### src/sv/psc_pkg.sv
// ----------------------------------------------------------------------------
// psc_pkg: shared definitions for the PID steering controller
// Field widths, fixed-point format, register indexes and reset values.
// ----------------------------------------------------------------------------
package psc_pkg;

  // Fixed-point format of the gains and the accumulated error width.
  localparam int GAIN_FRAC = 8;
  localparam int SUM_W     = 24;

  // Field widths.
  localparam int ERR_W     = 11;
  localparam int GAIN_W    = 16;
  localparam int ILIM_W    = 23;
  localparam int SLIM_W    = 7;
  localparam int DBAND_W   = 10;
  localparam int STEER_W   = 8;
  localparam int P_W       = 27;
  localparam int I_W       = 40;
  localparam int D_W       = 28;
  localparam int DIFF_W    = ERR_W + 1;
  localparam int TOT_W     = I_W + 1;
  localparam int U_W       = TOT_W - GAIN_FRAC;

  // Stream word widths, padded to whole bytes.
  localparam int IN_DATA_W  = 16;
  localparam int OUT_FLD_W  = STEER_W + P_W + I_W + D_W;
  localparam int OUT_DATA_W = ((OUT_FLD_W + 7) / 8) * 8;

  // Configuration port.
  localparam int CFG_IDX_W  = 3;
  localparam int CFG_DATA_W = ILIM_W;

  typedef enum logic [CFG_IDX_W-1:0] {
    CFG_P_GAIN    = 3'd0,
    CFG_I_GAIN    = 3'd1,
    CFG_D_GAIN    = 3'd2,
    CFG_WIND_LIM  = 3'd3,
    CFG_STEER_MAX = 3'd4,
    CFG_DEADZONE  = 3'd5
  } cfg_idx_t;

  // Request kinds carried on in_tuser.
  localparam logic REQ_UPDATE = 1'b0;
  localparam logic REQ_RESET  = 1'b1;

  // Register reset values.
  localparam logic signed [GAIN_W-1:0] P_GAIN_RST    = 16'sd154;
  localparam logic signed [GAIN_W-1:0] I_GAIN_RST    = 16'sd0;
  localparam logic signed [GAIN_W-1:0] D_GAIN_RST    = 16'sd102;
  localparam logic [ILIM_W-1:0]        WIND_LIM_RST  = 23'd8388607;
  localparam logic [SLIM_W-1:0]        STEER_MAX_RST = 7'd8;
  localparam logic [DBAND_W-1:0]       DEADZONE_RST  = 10'd0;

  // Error range ends.
  localparam logic signed [ERR_W-1:0] ERR_MAX = 11'sd1023;
  localparam logic signed [ERR_W-1:0] ERR_MIN = -11'sd1024;

  // Integrator full scale and the rounding offset of the fixed-point sum.
  localparam logic signed [SUM_W:0]   SUM_MAX  = (SUM_W+1)'((64'sd1 <<< (SUM_W-1)) - 1);
  localparam logic signed [TOT_W-1:0] RND_HALF = TOT_W'(64'sd1 <<< (GAIN_FRAC-1));

endpackage

### src/sv/pid_steering_controller.sv
// ----------------------------------------------------------------------------
// pid_steering_controller: discrete PID steering controller with anti wind-up
// Registered single-pass datapath between an input register and a result
// register; the integrator and error history update once per update word.
// ----------------------------------------------------------------------------
// The block takes one word per clock cycle while the result stream is not
// stalled and returns one result word for each, in order, after it has passed
// the input register and the result register. The accumulate-and-clamp of the
// error sum and the three gain multipliers, which sit in parallel, lie between
// the input register and the result register. A stalled result holds in the
// output register while the input register still takes one more word.
// A reset word (in_tuser = 1) clears the integrator and the previous error and
// answers all zeros. Configuration writes are always taken and must be made
// while the block is idle; writes to unknown indexes are ignored.
module pid_steering_controller
  import psc_pkg::*;
(
  input  logic                  clk,
  input  logic                  rst_n,
  // Input stream
  input  logic                  in_tvalid,
  output logic                  in_tready,
  input  logic [IN_DATA_W-1:0]  in_tdata,   // [10:0] process_error, rest zero
  input  logic                  in_tuser,   // [0] req_type
  // Result stream
  output logic                  out_tvalid,
  input  logic                  out_tready,
  // [7:0] steering, [34:8] p_term, [74:35] i_term, [102:75] d_term, [103] zero
  output logic [OUT_DATA_W-1:0] out_tdata,
  // Configuration write port
  input  logic                  cfg_valid,
  output logic                  cfg_ready,
  input  logic [CFG_IDX_W-1:0]  cfg_index,
  input  logic [CFG_DATA_W-1:0] cfg_data
);

  // Configuration registers.
  logic signed [GAIN_W-1:0] p_gain_r, i_gain_r, d_gain_r;
  logic [ILIM_W-1:0]        wind_lim_r;
  logic [SLIM_W-1:0]        steer_max_r;
  logic [DBAND_W-1:0]       deadzone_r;

  // Input register.
  logic                    s1_valid_r;
  logic                    s1_req_r;
  logic signed [ERR_W-1:0] s1_err_r;

  // Controller state.
  logic signed [SUM_W-1:0] error_sum_r, error_sum_nxt;
  logic signed [ERR_W-1:0] prev_err_r, prev_err_nxt;

  // Result register.
  logic                  out_valid_r;
  logic [OUT_FLD_W-1:0]  out_fld_r, out_fld_nxt;

  logic advance;

  // Datapath signals.
  logic signed [ERR_W-1:0]   e_neg, e_abs, e_dz;
  logic [DBAND_W-1:0]        mag;
  logic signed [SUM_W:0]     sum_ext, lim, lim_raw, sum_clamp;
  logic signed [DIFF_W-1:0]  diff;
  logic signed [P_W-1:0]     p_term;
  logic signed [I_W-1:0]     i_term;
  logic signed [D_W-1:0]     d_term;
  logic signed [TOT_W-1:0]   total;
  logic signed [U_W-1:0]     u, sl;
  logic signed [U_W-1:0]     u_clamp;
  logic signed [STEER_W-1:0] steering;

  // Handshake: the output register frees when empty or taken.
  assign advance    = !out_valid_r || out_tready;
  assign in_tready  = !s1_valid_r || advance;
  assign out_tvalid = out_valid_r;
  assign out_tdata  = OUT_DATA_W'(out_fld_r);
  assign cfg_ready  = 1'b1;

  // Error conditioning: negate with saturation, then the deadband.
  always_comb begin
    e_neg = (s1_err_r == ERR_MIN) ? ERR_MAX : -s1_err_r;
    e_abs = e_neg[ERR_W-1] ? -e_neg : e_neg;
    mag   = e_abs[DBAND_W-1:0];
    e_dz  = (mag <= deadzone_r) ? '0 : e_neg;
  end

  // Integrator with a symmetric clamp at the smaller of the limit and full scale.
  always_comb begin
    sum_ext = (SUM_W+1)'(error_sum_r) + (SUM_W+1)'(e_dz);
    lim_raw = (SUM_W+1)'({1'b0, wind_lim_r});
    lim     = (lim_raw > SUM_MAX) ? SUM_MAX : lim_raw;
    if (sum_ext > lim) begin
      sum_clamp = lim;
    end else if (sum_ext < -lim) begin
      sum_clamp = -lim;
    end else begin
      sum_clamp = sum_ext;
    end
  end

  // Gain products, sum, round half up and clamp to the steering limit.
  always_comb begin
    diff    = DIFF_W'(e_dz) - DIFF_W'(prev_err_r);
    p_term  = P_W'(p_gain_r) * P_W'(e_dz);
    i_term  = I_W'(i_gain_r) * I_W'($signed(sum_clamp[SUM_W-1:0]));
    d_term  = D_W'(d_gain_r) * D_W'(diff);
    total   = TOT_W'(p_term) + TOT_W'(i_term) + TOT_W'(d_term) + RND_HALF;
    u       = total[TOT_W-1:GAIN_FRAC];
    sl      = U_W'({1'b0, steer_max_r});
    if (u > sl) begin
      u_clamp = sl;
    end else if (u < -sl) begin
      u_clamp = -sl;
    end else begin
      u_clamp = u;
    end
    steering = u_clamp[STEER_W-1:0];
  end

  // Next state and result word for the word in the input register.
  always_comb begin
    error_sum_nxt = error_sum_r;
    prev_err_nxt  = prev_err_r;
    if (s1_req_r == REQ_RESET) begin
      out_fld_nxt = '0;
    end else begin
      out_fld_nxt = {d_term, i_term, p_term, steering};
    end
    if (s1_valid_r && advance) begin
      if (s1_req_r == REQ_RESET) begin
        error_sum_nxt = '0;
        prev_err_nxt  = '0;
      end else begin
        error_sum_nxt = sum_clamp[SUM_W-1:0];
        prev_err_nxt  = e_dz;
      end
    end
  end

  // Control, configuration and state registers.
  always_ff @(posedge clk) begin
    if (!rst_n) begin
      s1_valid_r  <= 1'b0;
      out_valid_r <= 1'b0;
      error_sum_r <= '0;
      prev_err_r  <= '0;
      p_gain_r    <= P_GAIN_RST;
      i_gain_r    <= I_GAIN_RST;
      d_gain_r    <= D_GAIN_RST;
      wind_lim_r  <= WIND_LIM_RST;
      steer_max_r <= STEER_MAX_RST;
      deadzone_r  <= DEADZONE_RST;
    end else begin
      if (in_tready) begin
        s1_valid_r <= in_tvalid;
      end
      if (advance) begin
        out_valid_r <= s1_valid_r;
      end
      error_sum_r <= error_sum_nxt;
      prev_err_r  <= prev_err_nxt;
      if (cfg_valid && cfg_ready) begin
        case (cfg_index)
          CFG_P_GAIN:    p_gain_r    <= cfg_data[GAIN_W-1:0];
          CFG_I_GAIN:    i_gain_r    <= cfg_data[GAIN_W-1:0];
          CFG_D_GAIN:    d_gain_r    <= cfg_data[GAIN_W-1:0];
          CFG_WIND_LIM:  wind_lim_r  <= cfg_data[ILIM_W-1:0];
          CFG_STEER_MAX: steer_max_r <= cfg_data[SLIM_W-1:0];
          CFG_DEADZONE:  deadzone_r  <= cfg_data[DBAND_W-1:0];
          default: ;
        endcase
      end
    end
  end

  // Payload registers.
  always_ff @(posedge clk) begin
    if (in_tready && in_tvalid) begin
      s1_req_r <= in_tuser;
      s1_err_r <= in_tdata[ERR_W-1:0];
    end
    if (advance && s1_valid_r) begin
      out_fld_r <= out_fld_nxt;
    end
  end

endmodule

### config.mk
export PLATFORM = sky130hd
export DESIGN_NAME = pid_steering_controller
export DESIGN_NICKNAME = d
export VERILOG_FILES = /design/src/sv/psc_pkg.sv /design/src/sv/pid_steering_controller.sv
export SDC_FILE = /design/constraint.sdc
export NUM_CORES = 2
export LEC_CHECK = 0
export BUFFER_PORTS_ARGS = -buffer_cell sky130_fd_sc_hd__buf_2
export CORE_MARGIN = 2
export CORE_UTILIZATION = 31
export DETAILED_ROUTE_END_ITERATION = 8
export PLACE_DENSITY_LB_ADDON = 0.3
export SKIP_LAST_GASP = 1
export SLEW_MARGIN = 15
export SYNTH_ARGS = -nofsm -noshare
export SYNTH_HDL_FRONTEND = slang
export SYNTH_SLANG_ARGS = --single-unit
### constraint.sdc
create_clock -name clk -period 25.6 [get_ports clk]
set_clock_uncertainty 0.2 [all_clocks]
set_input_delay 1.28 -clock clk [delete_from_list [all_inputs] [get_ports clk]]
set_output_delay 1.28 -clock clk [all_outputs]
set_load 0.02 [all_outputs]
Word-level counts from Yosys, hierarchy flattened:

Index checks and enable logic that the tools add are counted.

* add/sub/neg operators: 9
* $mul: 3
* magnitude comparators: 5
* eq/ne operators: 6
* multiplexer cells: 9
* reductions and logical operators: 14

Operator list (number)
* 24-bit two-way mux: 3
* 27-bit by 40-bit adder with 41-bit output: 1
* 41-bit by 28-bit adder with 41-bit output: 1
* 41-bit by 9-bit adder with 41-bit output (second input constant): 1
* 16-bit by 24-bit multiplier with 40-bit output: 1
* 33-bit by 8-bit greater-than comparator with 1-bit output: 1
* 33-bit less-than comparator: 1
* 11-bit two-way mux: 3
* 7-bit negator with 33-bit output: 1
* 16-bit by 12-bit multiplier with 28-bit output: 1
* 16-bit by 11-bit multiplier with 27-bit output: 1
* 24-bit by 11-bit adder with 25-bit output: 1
* 25-bit by 24-bit greater-than comparator with 1-bit output: 1
* 25-bit less-than comparator: 1
* 23-bit negator with 25-bit output: 1
* 2-bit AND reduction: 6
* 11-bit by 11-bit subtractor with 12-bit output: 1
* 11-bit == test (second input constant): 1
* 11-bit negator: 1
* 10-bit <= comparator: 1
* 10-bit two-way mux: 1
* 10-bit negator: 1
* 8-bit two-way mux: 1
* 7-bit two-way mux: 1
* 8 further kinds: 13

* register bits after elaboration: 240
* bits of input ports: 48
* output and inout port bits: 107
* logic and storage cells: 60

Longest topological paths before layout:

* depth after elaboration: 17
* mapped depth: 96

Worst setup path before layout:

Ideal clock, no wire load.

* path kind: reg-to-reg
* start point: reg s1_err_r[0]
* end point: reg out_fld_r[5], data pin
* library setup time: 0.266 ns
* arrival: 18.424 ns
* required time: 25.134 ns
* slack: 6.710 ns
* stages on the path, launching flop included: 83
* path through: edfxtp_1 inv_1 ha_1 nand2b_1 nor2_1 nand2_1 nor3_1 and2_1 nor2_1 ha_1 nand3_1 nor4_1 a311oi_1 xor2_1 ha_1 nand4_1 nor2_1 o21ai_0 [47 not listed] fa_1 ha_1 ha_1 a21oi_1 o211a_1 nor2_1 a21o_1 a211o_1 and2_1 ha_1 a211oi_1 nand2_1 a21oi_1 o41ai_1 clkbuf_1 mux2_2 mux2i_1 o21ai_1

* word-level cells in the longest chain between the ends: 17
* elaborated cells between the ends (all ways): 23

RTL lines
* start: declaration: line pid_steering_controller.sv:46 `logic signed [ERR_W-1:0] s1_err_r;`
* start signal: assignment: line pid_steering_controller.sv:179 `s1_err_r <= in_tdata[ERR_W-1:0];`
* 11-bit negator / 11-bit == test (equally long branches): line pid_steering_controller.sv:80 `e_neg = (s1_err_r == ERR_MIN) ? ERR_MAX : -s1_err_r;`
* 11-bit two-way mux *: line pid_steering_controller.sv:80
* 10-bit negator: line pid_steering_controller.sv:81 `e_abs = e_neg[ERR_W-1] ? -e_neg : e_neg;`
* 10-bit two-way mux: line pid_steering_controller.sv:81
* 10-bit <= comparator: line pid_steering_controller.sv:83 `e_dz = (mag <= deadzone_r) ? '0 : e_neg;`
* 11-bit two-way mux *: line pid_steering_controller.sv:83
* 24-bit by 11-bit adder with 25-bit output *: line pid_steering_controller.sv:88 `sum_ext = (SUM_W+1)'(error_sum_r) + (SUM_W+1)'(e_dz);`
* 25-bit less-than comparator: line pid_steering_controller.sv:93 `end else if (sum_ext < -lim) begin`
* [2 not listed]
* 16-bit by 24-bit multiplier with 40-bit output *: line pid_steering_controller.sv:104 `i_term = I_W'(i_gain_r) * I_W'($signed(sum_clamp[SUM_W-1:0]));`
* named net i_term[28]: line pid_steering_controller.sv:64 `logic signed [I_W-1:0] i_term;`
* 27-bit by 40-bit adder with 41-bit output *: line pid_steering_controller.sv:106 `total = TOT_W'(p_term) + TOT_W'(i_term) + TOT_W'(d_term) + RND_HALF;`
* 41-bit by 28-bit adder with 41-bit output *: line pid_steering_controller.sv:106
* 41-bit by 9-bit adder with 41-bit output *: line pid_steering_controller.sv:106
* 33-bit less-than comparator: line pid_steering_controller.sv:111 `end else if (u < -sl) begin`
* 8-bit two-way mux: line pid_steering_controller.sv:111
* 7-bit two-way mux *: line pid_steering_controller.sv:109 `if (u > sl) begin`
* end signal: assignment: line pid_steering_controller.sv:182 `out_fld_r <= out_fld_nxt;`
* end: declaration: line pid_steering_controller.sv:54 `logic [OUT_FLD_W-1:0] out_fld_r, out_fld_nxt;`

The timed path passes the listed nets; every way through them passes the cells marked *.
A chain may end at the register's enable or synchronous reset.

Worst setup path after layout:

* start point: reg s1_err_r[0]
* end point: reg out_fld_r[2], data pin

Same word-level chain as after synthesis.

==> results.json <==
{
  "fin_setup_tns_ps": 0,
  "final-hold-violation-count": 0,
  "synth_top_area_share_pct": 32.9,
  "drt-total-wl_um": 144000,
  "drv_cap": 0,
  "post_cts_buffers": 0,
  "ys.flop_type": "dfxtp_1",
  "yosys_warnings": 0,
  "fp.dieH_um": 389,
  "layout_commonest_cell": "inv_1",
  "cts_tree": "yes",
  "fmax_mhz": 45.3,
  "clk_pin_slew_ps": 60,
  "dr.pass1.iters": 6,
  "path_max_fanout": 28,
  "final_cell_mix": "inv_1, fa_1, nand2_1",
  "synth_area_leaders": "fa_1, ha_1, inv_1",
  "synth-edff-count": 115,
  "cp-startpoint": "s1_err_r[0]$_DFFE_PP_",
  "cpMostUsedCell": "ha_1",
  "max-clock-path-buffers": 3,
  "fin_hold_ws_ps": 267,
  "vias_per_cell": 5.09,
  "synth_top_area_cell": "fa_1",
  "r2r_start": "s1_err_r[0]$_DFFE_PP_",
  "cts_max_level": 2,
  "core_um2": 147000,
  "drive_gt1_share_pct": 7.61,
  "whs_path_depth": 2,
  "final-max-slew-violation-count": 0,
  "worstMarginPinSlew_ps": 1180,
  "critPathKind": "reg -> reg",
  "critPathMaxStageDelay_ps": 960,
  "drtIter0Drc": 2340,
  "cp-endpoint": "out_fld_r[2]$_SDFFCE_PP0P_",
  "routedWlPerCell_um": 20.2,
  "ctsRootBufferMaster": "clkbuf_16",
  "rows": 141,
  "via_count": 36200,
  "crit_slowest_cell": "a41oi_2",
  "route.detailed.drc": 0,
  "grt_pass1_wl_um": 220000,
  "cp-end-kind": "register",
  "ys_async_sr_fraction_pct": 0,
  "antenna_found_initial": 13,
  "ctsHoldBuffers": 0,
  "dp_hpwl_um": 114000,
  "cts_buffers": 36,
  "synthCells": 5121,
  "clk_latency_ps": 600,
  "r2r-end": "out_fld_r[2]$_SDFFCE_PP0P_",
  "setup_viol": 0,
  "outcome": "complete, no violations",
  "grt_usage_pct": 18.9,
  "pre_cts_ws_ps": 3760,
  "routabilityCongestion": 0.898,
  "nets": 6377,
  "max-slew-margin-rel_pct": 21.0,
  "ys_ff_latch": 240,
  "final_core_util_pct": 33.9,
  "hold_class": "reg -> reg",
  "syn_to_final_growth_pct": 8.84,
  "ctsResizeCount": 0,
  "grt_pass1_vias": 36500,
  "netlist_area_um2": 46000,
  "grt_max_degree": 83,
  "reg2reg_depth": 80,
  "fin_ws_ps": 3530,
  "syn_area_per_cell_um2": 8.98,
  "portBuffers": 147,
  "period_share_pct": 86.2,
  "initial_core_util_pct": 31.2,
  "yosysUniqueCellTypes": 102,
  "dieArea_um2": 151000,
  "die_w_um": 389,
  "startpoint_type": "register",
  "syn-num-nets": 6349,
  "rsz0062_at_grt": "no",
  "arrival_ps": 22120,
  "antenna_left": 0,
  "grt-ovfl-total": 0,
  "seq_area_frac_synth_pct": 13.0,
  "reg2reg_slack_ps": 3530,
  "min_period_ps": 22070,
  "crit_required_ps": 25650,
  "fillCellCount": 15400,
  "ios": 155,
  "cts.sinks": 240
}
[how the worst min path moves through the flow]
stage | startpoint | to | slack, ps
floorplan | error_sum_r[8]$_SDFFE_PN0P_ | error_sum_r[8]$_SDFFE_PN0P_ | 230
global placement | deadzone_r[3]$_SDFFE_PN0P_ | deadzone_r[3]$_SDFFE_PN0P_ | 250
detailed placement | deadzone_r[0]$_SDFFE_PN0P_ | deadzone_r[0]$_SDFFE_PN0P_ | 270
CTS | deadzone_r[7]$_SDFFE_PN0P_ | deadzone_r[7]$_SDFFE_PN0P_ | 270
global route | deadzone_r[5]$_SDFFE_PN0P_ | deadzone_r[5]$_SDFFE_PN0P_ | 290
finish | deadzone_r[7]$_SDFFE_PN0P_ | deadzone_r[7]$_SDFFE_PN0P_ | 270
[flip-flops by register name, summed over array words and instances, names as in the netlist]
signal       cells
prev_err_r      11
out_tvalid       1
wind_lim_r      23
error_sum_r     24
out_fld_r      103
s1_req_r         1
d_gain_r        16
i_gain_r        16
s1_err_r        11
steer_max_r      7
s1_valid_r       1
p_gain_r        16
deadzone_r      10
[kinds of logic after synthesis]
| group | synth area share (%) |
|---|---|
| buffers and inverters | 9.74 |
| AO/OA/AOI/OAI | 12.9 |
| multiplexers | 0.525 |
| flip-flops | 13.0 |
| XOR/XNOR | 3.43 |
| AND/OR/NAND/NOR | 16.0 |
| other | 0.0163 |
| adder cells (fa/ha/maj) | 44.4 |
[Yosys cell counts, drive strengths merged (46+ instances only)]
| cell | count |
|---|---|
| fa | 755 |
| a21boi | 79 |
| edfxtp | 115 |
| o21ai | 167 |
| o21a | 46 |
| buf | 59 |
| nand4 | 49 |
| nor3 | 72 |
| inv | 933 |
| dfxtp | 125 |
| clkbuf | 171 |
| xor2 | 52 |
| nand2b | 66 |
| nor2 | 160 |
| ha | 425 |
| nor2b | 59 |
| nand2 | 495 |
| a21o | 94 |
| and2 | 254 |
| a21oi | 231 |
| and3 | 46 |
| o211ai | 80 |
| xnor2 | 126 |
| nand3 | 102 |
[through the flow]
step,area (um2),cells
after CTS,50000,7107
after floorplan,46000,5121
after detailed placement,48800,7041
after global placement,48800,7041
after global routing,50000,7108
final,50000,7112
[cell type report]
cell class,count,area [um2],area share [%]
Multi-Input combinational cell,3717,35600,71.2
Sequential cell,240,5960,11.9
Inverter,934,3510,7.01
Tap cell,1930,2410,4.83
Timing Repair Buffer,220,1290,2.57
Clock buffer,49,1080,2.17
Clock inverter,17,146,0.293
Antenna cell,5,12.5,0.0250
[layer usage]
metal | share of wire, % | track usage (%)
met1 | 44 | 26.0
met4 | 3.0 | 5.87
met2 | 46 | 30.4
met5 | 0.040 | 0
met3 | 6.3 | 2.84
[worst max-delay path: cells and delay by family (launching register included)]
family | cells | cell delay, ps
AOI/OAI and AO/OA | 26 | 7300
xor gates and xnor gates | 4 | 1210
adders and majority gates | 16 | 6350
buffers and inverters | 9 | 1650
DFF | 1 | 400
muxes | 2 | 470
and+or+nand+nor | 23 | 4110
Power is left out: the tool's default activity adds up to more than one toggle a clock period on the data nets, which glitch-free logic cannot reach.
